### config.mk
export PLATFORM = sky130hd
export DESIGN_NAME = nfa_regex_matcher_flat
export DESIGN_NICKNAME = d
export VERILOG_FILES = /design/src/hw/rtl/nfa_pkg.sv /design/src/hw/rtl/nfa_if.sv /design/src/hw/rtl/nfa_regex_matcher.sv /design/src/flat_wrapper.sv
export SDC_FILE = /design/constraint.sdc
export NUM_CORES = 2
export LEC_CHECK = 0
export BUFFER_PORTS_ARGS = -buffer_cell sky130_fd_sc_hd__buf_2
export CAP_MARGIN = 20
export CORE_MARGIN = 2
export CORE_UTILIZATION = 50
export DETAILED_ROUTE_END_ITERATION = 12
export GPL_ROUTABILITY_DRIVEN = 0
export PLACE_DENSITY = 0.65
export SLEW_MARGIN = 20
export SYNTH_ARGS = -nofsm -noshare
export SYNTH_HDL_FRONTEND = slang
export SYNTH_SLANG_ARGS = --single-unit
### constraint.sdc
create_clock -name i_clk -period 10.3 [get_ports i_clk]
set_input_delay 0.515 -clock i_clk [delete_from_list [all_inputs] [get_ports i_clk]]
set_output_delay 0.515 -clock i_clk [all_outputs]
set_load 0.02 [all_outputs]
### src/hw/rtl/nfa_pkg.sv
// Package for the NFA matcher: request and node kind codes, widths, FSM state type.
// No dependencies.
package nfa_pkg;
    localparam int NODE_COUNT_DEF = 64;
    localparam int IDX_W = 6;

    typedef enum logic [1:0] {
        REQ_LOAD = 2'd0,
        REQ_CHAR = 2'd1,
        REQ_END  = 2'd2,
        REQ_NONE = 2'd3
    } t_req;

    typedef enum logic [1:0] {
        KIND_JUMP    = 2'd0,
        KIND_CONSUME = 2'd1,
        KIND_SPLIT   = 2'd2,
        KIND_MATCH   = 2'd3
    } t_kind;

    typedef enum logic [2:0] {
        ST_IDLE,
        ST_SEED,
        ST_POP,
        ST_EXEC,
        ST_PUSHB,
        ST_DONE
    } t_state;
endpackage

### src/hw/rtl/nfa_if.sv
// Valid/ready channel interfaces for the NFA matcher.
// Depends on nothing.
interface nfa_in_if;
    logic       valid;
    logic       ready;
    logic [1:0] req_type;
    logic [5:0] entry_index;
    logic [1:0] entry_kind;
    logic [7:0] entry_char;
    logic [5:0] entry_next_a;
    logic [5:0] entry_next_b;
    logic [7:0] symbol;
    modport source (output valid, req_type, entry_index, entry_kind, entry_char,
                    entry_next_a, entry_next_b, symbol, input ready);
    modport sink (input valid, req_type, entry_index, entry_kind, entry_char,
                  entry_next_a, entry_next_b, symbol, output ready);
endinterface

interface nfa_out_if;
    logic valid;
    logic ready;
    logic matched;
    modport source (output valid, matched, input ready);
    modport sink (input valid, matched, output ready);
endinterface

interface nfa_cfg_if;
    logic       valid;
    logic       ready;
    logic [5:0] data;
    modport source (output valid, data, input ready);
    modport sink (input valid, data, output ready);
endinterface

### src/hw/rtl/nfa_regex_matcher.sv
// Thompson NFA whole-string matcher. Load beats write the node table without leaving idle. Character
// and end beats: a scan of the active set seeds the walk stack, then each expanded node passes the pop,
// table read and push steps, plus a detour step per split second branch, then a done step returns to
// idle; no new beat is taken until the walk is through. The node table has a single read port.
// An end result waiting in the output register holds the input.
// Reset (synchronous, active low) clears start node to 0 and activates only node 0;
// the node table needs no clearing pass.
module nfa_regex_matcher #(
    parameter int NODE_COUNT = nfa_pkg::NODE_COUNT_DEF
) (
    input  logic       i_clk,
    input  logic       i_rst_n,
    nfa_in_if.sink     in_ch,
    nfa_cfg_if.sink    cfg_ch,
    nfa_out_if.source  out_ch
);
    import nfa_pkg::*;
    localparam int AW = (NODE_COUNT > 1) ? $clog2(NODE_COUNT) : 1;
    localparam int DW = (NODE_COUNT > 1) ? $clog2(NODE_COUNT + 1) : 1;

    // Node table: kind, char, next_a, next_b.
    logic [21:0] node_mem [NODE_COUNT];
    logic [AW-1:0] stack_mem [NODE_COUNT];

    t_state r_state, n_state;
    logic [IDX_W-1:0] r_start;
    logic [NODE_COUNT-1:0] r_active, r_visited, r_next;
    logic [DW-1:0] r_depth;
    logic [AW:0] r_scan;
    logic r_is_char, r_found;
    logic [7:0] r_sym;
    logic [5:0] r_nb;
    logic [21:0] r_rd;
    logic [AW-1:0] r_stk_rd;
    logic r_out_valid, r_out_m;

    // Stack push/pop and table read controls from the FSM.
    logic push_en;
    logic [AW-1:0] push_val;
    logic pop_en, tbl_rd_en, done_beat;

    logic in_fire, cfg_fire, idle, out_free;
    assign idle     = (r_state == ST_IDLE);
    assign out_free = !r_out_valid || out_ch.ready;
    assign in_ch.ready  = idle && out_free;
    assign cfg_ch.ready = idle;
    assign in_fire  = in_ch.valid && in_ch.ready;
    assign cfg_fire = cfg_ch.valid && cfg_ch.ready;
    assign out_ch.valid   = r_out_valid;
    assign out_ch.matched = r_out_m;

    // Successor visit test: in range and not yet seen.
    function automatic logic can_visit(input logic [5:0] n, input logic [NODE_COUNT-1:0] v);
        logic ok;
        ok = (32'(n) < NODE_COUNT);
        if (ok) ok = !v[n[AW-1:0]];
        return ok;
    endfunction

    // Active set holding only the given node, empty when it names no node.
    function automatic logic [NODE_COUNT-1:0] start_set(input logic [IDX_W-1:0] n);
        logic [NODE_COUNT-1:0] s;
        s = '0;
        if (32'(n) < NODE_COUNT) s[n[AW-1:0]] = 1'b1;
        return s;
    endfunction

    logic [1:0] ex_kind;
    logic [7:0] ex_ch;
    logic [5:0] ex_a, ex_b;
    assign {ex_kind, ex_ch, ex_a, ex_b} = r_rd;
    logic scan_hit;
    assign scan_hit = (r_scan < (AW+1)'(NODE_COUNT)) && r_active[r_scan[AW-1:0]];

    // Next state and stack control.
    always_comb begin
        n_state = r_state;
        push_en = 1'b0;
        push_val = '0;
        pop_en = 1'b0;
        tbl_rd_en = 1'b0;
        done_beat = 1'b0;
        case (r_state)
            ST_IDLE: begin
                if (in_fire && (in_ch.req_type == REQ_CHAR || in_ch.req_type == REQ_END))
                    n_state = ST_SEED;
            end
            ST_SEED: begin
                if (r_scan >= (AW+1)'(NODE_COUNT)) n_state = ST_POP;
                else if (scan_hit) begin
                    push_en = 1'b1;
                    push_val = r_scan[AW-1:0];
                end
            end
            ST_POP: begin
                if (r_depth == '0) n_state = ST_DONE;
                else begin
                    pop_en = 1'b1;
                    n_state = ST_EXEC;
                end
            end
            ST_EXEC: begin
                // Stack output valid this cycle; table data arrives next.
                tbl_rd_en = 1'b1;
                n_state = ST_PUSHB;
            end
            ST_PUSHB: begin
                n_state = ST_POP;
                case (t_kind'(ex_kind))
                    KIND_JUMP: if (can_visit(ex_a, r_visited)) begin
                        push_en = 1'b1; push_val = ex_a[AW-1:0];
                    end
                    KIND_SPLIT: begin
                        if (can_visit(ex_a, r_visited)) begin
                            push_en = 1'b1; push_val = ex_a[AW-1:0];
                        end
                        n_state = ST_SEED; // reuse as "push next_b" via the r_pend_b detour
                    end
                    default: ;
                endcase
            end
            ST_DONE: begin
                done_beat = 1'b1;
                n_state = ST_IDLE;
            end
            default: n_state = ST_IDLE;
        endcase
    end

    // Split second branch: handled by a one-cycle detour flag.
    logic r_pend_b;

    // Memories.
    always_ff @(posedge i_clk) begin
        if (in_fire && in_ch.req_type == REQ_LOAD && 32'(in_ch.entry_index) < NODE_COUNT)
            node_mem[in_ch.entry_index[AW-1:0]] <= {in_ch.entry_kind, in_ch.entry_char,
                                                   in_ch.entry_next_a, in_ch.entry_next_b};
        if (tbl_rd_en) r_rd <= node_mem[r_stk_rd];
    end
    logic do_push_b;
    assign do_push_b = r_pend_b && can_visit(r_nb, r_visited);
    logic [DW-1:0] push_addr;
    assign push_addr = r_depth;
    always_ff @(posedge i_clk) begin
        if (push_en && !r_pend_b) stack_mem[push_addr[AW-1:0]] <= push_val;
        else if (do_push_b) stack_mem[push_addr[AW-1:0]] <= r_nb[AW-1:0];
        if (pop_en) r_stk_rd <= stack_mem[r_depth[AW-1:0] - AW'(1)];
    end

    // Control and set registers.
    always_ff @(posedge i_clk) begin
        if (!i_rst_n) begin
            r_state <= ST_IDLE;
            r_start <= '0;
            r_active <= start_set('0);
            r_out_valid <= 1'b0;
            r_pend_b <= 1'b0;
            r_depth <= '0;
        end else begin
            // The end result is loaded when the walk finishes and held until taken.
            if (done_beat && !r_is_char) r_out_valid <= 1'b1;
            else if (out_ch.ready) r_out_valid <= 1'b0;
            if (cfg_fire) begin
                r_start <= cfg_ch.data;
                r_active <= start_set(cfg_ch.data);
            end
            if (in_fire && (in_ch.req_type == REQ_CHAR || in_ch.req_type == REQ_END)) begin
                r_is_char <= (in_ch.req_type == REQ_CHAR);
                r_sym <= in_ch.symbol;
                r_found <= 1'b0;
                r_visited <= '0;
                r_next <= '0;
                r_scan <= '0;
                r_depth <= '0;
            end
            if (r_pend_b) begin
                // Detour cycle: push the split's second branch, then resume popping.
                r_pend_b <= 1'b0;
                r_state <= ST_POP;
                if (do_push_b) begin
                    r_visited[r_nb[AW-1:0]] <= 1'b1;
                    r_depth <= r_depth + DW'(1);
                end
            end else begin
                r_state <= n_state;
                if (r_state == ST_SEED && !(r_scan >= (AW+1)'(NODE_COUNT)))
                    r_scan <= r_scan + (AW+1)'(1);
                if (push_en) begin
                    r_visited[push_val] <= 1'b1;
                    r_depth <= r_depth + DW'(1);
                end
                if (pop_en) r_depth <= r_depth - DW'(1);
                if (r_state == ST_PUSHB) begin
                    if (t_kind'(ex_kind) == KIND_SPLIT) begin
                        r_pend_b <= 1'b1;
                        r_nb <= ex_b;
                    end
                    if (t_kind'(ex_kind) == KIND_CONSUME && r_is_char && ex_ch == r_sym
                        && 32'(ex_a) < NODE_COUNT)
                        r_next[ex_a[AW-1:0]] <= 1'b1;
                    if (t_kind'(ex_kind) == KIND_MATCH && !r_is_char) r_found <= 1'b1;
                end
                if (done_beat) begin
                    if (r_is_char) r_active <= r_next;
                    else begin
                        r_out_m <= r_found;
                        r_active <= start_set(r_start);
                    end
                end
            end
        end
    end

    // Checks.
    assert property (@(posedge i_clk) disable iff (!i_rst_n)
        r_pend_b |=> !r_pend_b) else $error("split detour lasted two cycles");
    assert property (@(posedge i_clk) disable iff (!i_rst_n)
        (r_state == ST_DONE) && !r_is_char |=> r_out_valid) else $error("end result lost");
    assert property (@(posedge i_clk) disable iff (!i_rst_n)
        32'(r_depth) <= NODE_COUNT) else $error("walk stack overflow");
endmodule

### src/flat_wrapper.sv
// flat-port wrapper written by rule: the top's interface ports become plain ports
module nfa_regex_matcher_flat import nfa_pkg::*;
#(
    parameter int NODE_COUNT = nfa_pkg::NODE_COUNT_DEF
)
  (i_clk, i_rst_n, in_ch_valid, in_ch_req_type, in_ch_entry_index, in_ch_entry_kind, in_ch_entry_char, in_ch_entry_next_a, in_ch_entry_next_b, in_ch_symbol, in_ch_ready, cfg_ch_valid, cfg_ch_data, cfg_ch_ready, out_ch_valid, out_ch_matched, out_ch_ready);
  nfa_in_if in_ch_i ();
  nfa_cfg_if cfg_ch_i ();
  nfa_out_if out_ch_i ();
  input  logic i_clk;
  input  logic i_rst_n;
  input wire logic [$bits(in_ch_i.valid)-1:0] in_ch_valid;
  input wire logic [$bits(in_ch_i.req_type)-1:0] in_ch_req_type;
  input wire logic [$bits(in_ch_i.entry_index)-1:0] in_ch_entry_index;
  input wire logic [$bits(in_ch_i.entry_kind)-1:0] in_ch_entry_kind;
  input wire logic [$bits(in_ch_i.entry_char)-1:0] in_ch_entry_char;
  input wire logic [$bits(in_ch_i.entry_next_a)-1:0] in_ch_entry_next_a;
  input wire logic [$bits(in_ch_i.entry_next_b)-1:0] in_ch_entry_next_b;
  input wire logic [$bits(in_ch_i.symbol)-1:0] in_ch_symbol;
  output wire logic [$bits(in_ch_i.ready)-1:0] in_ch_ready;
  input wire logic [$bits(cfg_ch_i.valid)-1:0] cfg_ch_valid;
  input wire logic [$bits(cfg_ch_i.data)-1:0] cfg_ch_data;
  output wire logic [$bits(cfg_ch_i.ready)-1:0] cfg_ch_ready;
  output wire logic [$bits(out_ch_i.valid)-1:0] out_ch_valid;
  output wire logic [$bits(out_ch_i.matched)-1:0] out_ch_matched;
  input wire logic [$bits(out_ch_i.ready)-1:0] out_ch_ready;
  assign in_ch_i.valid = in_ch_valid;
  assign in_ch_i.req_type = in_ch_req_type;
  assign in_ch_i.entry_index = in_ch_entry_index;
  assign in_ch_i.entry_kind = in_ch_entry_kind;
  assign in_ch_i.entry_char = in_ch_entry_char;
  assign in_ch_i.entry_next_a = in_ch_entry_next_a;
  assign in_ch_i.entry_next_b = in_ch_entry_next_b;
  assign in_ch_i.symbol = in_ch_symbol;
  assign in_ch_ready = in_ch_i.ready;
  assign cfg_ch_i.valid = cfg_ch_valid;
  assign cfg_ch_i.data = cfg_ch_data;
  assign cfg_ch_ready = cfg_ch_i.ready;
  assign out_ch_valid = out_ch_i.valid;
  assign out_ch_matched = out_ch_i.matched;
  assign out_ch_i.ready = out_ch_ready;
  nfa_regex_matcher #(.NODE_COUNT(NODE_COUNT)) u_core (.i_clk(i_clk), .i_rst_n(i_rst_n), .in_ch(in_ch_i), .cfg_ch(cfg_ch_i), .out_ch(out_ch_i));
endmodule
==> report_table.html <==
<table>
<tr><th>Metric</th><th>Value</th></tr>
<tr><th colspan="2">Route</th></tr>
<tr><td>Number of nets with antenna violations after detailed routing</td><td>0</td></tr>
<tr><td>DRC violation count after routing</td><td>21</td></tr>
<tr><td>Drt pass-1 iters</td><td>12</td></tr>
<tr><td>Detailed router's first-iteration violation count</td><td>5511</td></tr>
<tr><td>Routed wire length</td><td>207000 um</td></tr>
<tr><td>Detail-routed via count per cell</td><td>6.45</td></tr>
<tr><td>Post-detailed-route wirelength per cell</td><td>31.5 um</td></tr>
<tr><td>Total vias in the final route</td><td>42500</td></tr>
<tr><th colspan="2">STA</th></tr>
<tr><td>Setup TNS Final</td><td>0 ps</td></tr>
<tr><td>Final clock period utilization by the worst path</td><td>45.4%</td></tr>
<tr><td>Worst hold margin</td><td>63.6 ps</td></tr>
<tr><td>Worst clock skew</td><td>44.8 ps</td></tr>
<tr><td>Hold Vio Cnt, Final</td><td>0</td></tr>
<tr><td>Worst Tran Pin Value</td><td>1090 ps</td></tr>
<tr><td>Final Slew Violations</td><td>0</td></tr>
<tr><td>Fmax achieved</td><td>214 MHz</td></tr>
<tr><td>Count of final setup violators</td><td>0</td></tr>
<tr><td>Time the final worst path needs with I/O delays and setup</td><td>4680 ps</td></tr>
<tr><td>Setup repair after global routing missed its margin</td><td>no</td></tr>
<tr><td>Max-slew headroom</td><td>26.6%</td></tr>
<tr><th colspan="2">Pwr</th></tr>
<tr><td>Static leakage</td><td>28.3 nW</td></tr>
<tr><td>P per Cell Area</td><td>204 nW/um^2</td></tr>
<tr><td>Worst IR drop on VDD</td><td>0.206 mV</td></tr>
<tr><th colspan="2">Yosys</th></tr>
<tr><td>Post-Syn Instances</td><td>4125</td></tr>
<tr><td>Fraction of post-synthesis cell area in the top cell type by area</td><td>71.3%</td></tr>
<tr><td>Proportion of synthesized chip area in sequential cells</td><td>73.3%</td></tr>
<tr><td>Number of synthesized flops with an enable pin</td><td>1972</td></tr>
<tr><td>Post-synthesis instance area</td><td>83000 um^2</td></tr>
<tr><td>Most frequent cell after synthesis</td><td>edfxtp_1</td></tr>
<tr><td>Most frequent cells after synthesis</td><td>1972 x edfxtp_1, 607 x mux4_2, 191 x nand2_1, 186 x clkbuf_1, 186 x nor2_1</td></tr>
<tr><td>Total number of yosys warnings</td><td>0</td></tr>
<tr><td>Flop and latch count out of synthesis</td><td>2054</td></tr>
<tr><td>Share of async-settable or async-resettable flops after synthesis</td><td>0%</td></tr>
<tr><td>Cell type contributing the most total cell area after synthesis</td><td>edfxtp_1</td></tr>
<tr><td>Biggest area contributors in the synthesized netlist</td><td>edfxtp_1 71%, mux4_2 16%, dfxtp_1 2.0%, nand2_1 0.86%, clkbuf_1 0.84%</td></tr>
<tr><td>Count of different cell masters after synthesis</td><td>97</td></tr>
<tr><td>Total nets after synthesis</td><td>4181</td></tr>
<tr><td>Mean instance size in the synthesized netlist</td><td>20.1 um^2</td></tr>
<tr><td>Top flip-flop cell by instance count after synthesis</td><td>edfxtp_1</td></tr>
<tr><th colspan="2">Outcome</th></tr>
<tr><td>Failing checks</td><td>design-rule violations</td></tr>
<tr><td>Outcome</td><td>finished, violations left</td></tr>
<tr><th colspan="2">Floorplan</th></tr>
<tr><td>Number of cell rows</td><td>149</td></tr>
<tr><td>Core box area</td><td>165000 um^2</td></tr>
<tr><td># IOs</td><td>53</td></tr>
<tr><td>Horiz. Die Dim</td><td>411 um</td></tr>
<tr><td>Initial Util</td><td>50.3%</td></tr>
<tr><td>Die Outline Area</td><td>169000 um^2</td></tr>
<tr><td>Vertical extent of the die</td><td>411 um</td></tr>
<tr><th colspan="2">Worst setup path</th></tr>
<tr><td>Critical path launch point type</td><td>register</td></tr>
<tr><td>Total stage count of the critical path</td><td>9</td></tr>
<tr><td>Depth of the worst register-to-register path</td><td>9</td></tr>
<tr><td>Launching element of the worst setup path</td><td>u_core.r_rd[7]</td></tr>
<tr><td>Maximum fanout along the worst path</td><td>36</td></tr>
<tr><td>Type of destination of the critical path</td><td>register</td></tr>
<tr><td>Kind of critical path</td><td>register to register</td></tr>
<tr><td>Worst setup path endpoint</td><td>u_core.stack_mem[48][0]</td></tr>
<tr><td>Biggest cell delay along the critical path</td><td>610 ps</td></tr>
<tr><td>Worst path required time</td><td>10770 ps</td></tr>
<tr><td>Standard cell with the maximum stage delay on the critical path</td><td>nor2_1</td></tr>
<tr><td>Cell-by-cell listing of the critical path</td><td>buf_4, mux2_1, a221oi_1, o2111ai_1, a211oi_2, o211ai_2, a21oi_4, o2111ai_1, nor2_1</td></tr>
<tr><td>Worst flop-to-flop path endpoint</td><td>u_core.stack_mem[48][0]</td></tr>
<tr><td>Number of buffer and inverter instances along the worst setup path</td><td>1</td></tr>
<tr><td>Launch point of the worst reg-to-reg path</td><td>u_core.r_rd[7]</td></tr>
<tr><td>Reg2reg setup slack</td><td>5620 ps</td></tr>
<tr><td>Crit path max-delay family</td><td>compound AO/OA/AOI/OAI gates</td></tr>
<tr><td>Arrival time at the worst endpoint</td><td>5150 ps</td></tr>
<tr><td>Cell seen most often among critical-path stages</td><td>o2111ai_1</td></tr>
<tr><th colspan="2">Clock network</th></tr>
<tr><td>Number of H-tree branching levels</td><td>4</td></tr>
<tr><td>Clk pin slew, worst setup/hold paths</td><td>60 ps</td></tr>
<tr><td>Source-to-sink clock delay at the later pin of the worst-skew pair</td><td>840 ps</td></tr>
<tr><td>Clock sink total</td><td>2054</td></tr>
<tr><td>Clock root buffer master</td><td>clkbuf_16</td></tr>
<tr><td>CTS tree</td><td>built</td></tr>
<tr><td>TritonCTS buffer count</td><td>203</td></tr>
<tr><td>Number of buffers inserted by hold repair at cts</td><td>13</td></tr>
<tr><td>Deepest clock path buffer count</td><td>3</td></tr>
<tr><td>Buffers inserted during post-CTS setup optimization</td><td>0</td></tr>
<tr><td>Post-cts resize count</td><td>0</td></tr>
<tr><th colspan="2">Global route</th></tr>
<tr><td>Number of antenna violations at the first check in global routing</td><td>18</td></tr>
<tr><td>Wire length of the first global-routing pass</td><td>299000 um</td></tr>
<tr><td>GR Util All Layers</td><td>24.6%</td></tr>
<tr><td>GRT overflow</td><td>0</td></tr>
<tr><td>Largest net degree at the start of global routing</td><td>126</td></tr>
<tr><td>Number of global-route vias before repair</td><td>42100</td></tr>
<tr><th colspan="2">Flow run</th></tr>
<tr><td>Number of max-cap violations</td><td>0</td></tr>
<tr><th colspan="2">Hold path</th></tr>
<tr><td>Origin of the worst min-delay path</td><td>in_ch_req_type[0]</td></tr>
<tr><td>Worst min path class</td><td>primary input to register</td></tr>
<tr><th colspan="2">Placed design</th></tr>
<tr><td>Buffers on Ports</td><td>52</td></tr>
<tr><td>Detailed Place HPWL</td><td>115000 um</td></tr>
<tr><th colspan="2">Layout</th></tr>
<tr><td>Final nets</td><td>4271</td></tr>
<tr><td>Fraction of layout cells with a size suffix above 1</td><td>26.8%</td></tr>
<tr><td>Layout area overhead</td><td>11.6%</td></tr>
</table>
-- cell type report --
cell class	instances	area [um^2]
multi-input combinational	1768	21300
antenna	11	27.5
fill	12200	72400
clock inverter	115	1030
tap	2189	2740
timing repair buffer	163	1220
inverter	25	98.8
clock buffer	257	5310
sequential	2054	60900
-- report_power, final --
| part | total, mW | internal (mW) | switching, mW |
|---|---|---|---|
| registers | 9.53 | 9.37 | 0.158 |
| logic | 2.31 | 0.960 | 1.35 |
| clock network | 7.09 | 3.96 | 3.13 |
| total | 18.9 | 14.3 | 4.65 |
-- sequential cells by signal, indices dropped and copies added (netlist names), 3 cells and up --
name and count:
u_core.r_sym 8, u_core.r_active 64, u_core.r_nb 6, u_core.r_start 6, u_core.r_visited 64, u_core.r_next 64, u_core.r_state 3, u_core.stack_mem 384
u_core.r_scan 7, u_core.node_mem 1408, u_core.r_rd 22, u_core.r_stk_rd 6, u_core.push_addr 7
-- cells in the final DEF (no fill, tap or decap), types with 13 or more instances in the layout --
cell	n
edfxtp_1	1972
xnor2_1	13
buf_4	100
o21ai_0	82
clkinv_1	54
inv_1	22
or3_1	14
mux2_2	19
a21oi_1	86
buf_2	43
nor3_1	77
nor2_2	34
a221o_1	17
mux4_2	607
nand2b_1	14
dlygate4sd3_1	13
dfxtp_1	81
and3_1	14
clkbuf_16	204
a221oi_1	77
clkbuf_1	52
nand2_1	190
nor2b_1	19
o221ai_1	43
mux2i_1	23
nand3_1	37
a211oi_1	65
nor2_4	30
clkinv_2	30
nand3b_1	16
nor2_1	122
-- stage by stage --
stage | cells | instance area (um^2) | setup slack, ps | total power, mW | utilization (%)
floorplan | 4125 | 83000 | 5490 | 11.2 | -
global placement | 6184 | 86100 | 5430 | 12.0 | 52.2
detailed placement | 6186 | 86100 | 5700 | 12.0 | 52.2
CTS | 6571 | 92600 | 5680 | 19.1 | 56.1
global route | 6572 | 92600 | 5380 | 19.5 | 56.1
finish | 6582 | 92600 | 5620 | 18.9 | 56.1
-- worst min path at each step --
stage,to,depth (start not counted)
after floorplan,u_core.r_nb[0],0
after global placement,u_core.r_nb[4],0
after detailed placement,u_core.r_nb[4],0
after CTS,u_core.r_start[4],3
after global routing,u_core.r_start[4],3
final,u_core.r_is_char,2
-- layer usage --
layer / global-route usage [%] / wire length [um] / vias to the layer above
li1: - / - / 17600
met1: 34.6 / 83800 / 22600
met2: 38.1 / 98200 / 1917
met3: 6.61 / 19300 / 372
met4: 7.26 / 5730 / 12
met5: 0.594 / 195 / -
-- logic make-up (layout without fill, tap and decap cells) --
group / after synthesis / in the layout / synth area share [%]
flip-flops: 2054 / 2054 / 73.3
XOR/XNOR: 18 / 18 / 0.190
AND/OR/NAND/NOR: 621 / 621 / 3.54
adder cells (fa/ha/maj): 7 / 7 / 0.106
other: 0 / 11 / 0
AO/OA/AOI/OAI: 467 / 467 / 4.19
multiplexers: 655 / 655 / 17.1
buffers and inverters: 303 / 560 / 1.51
Note: power is estimated with default switching activity, not from simulation.
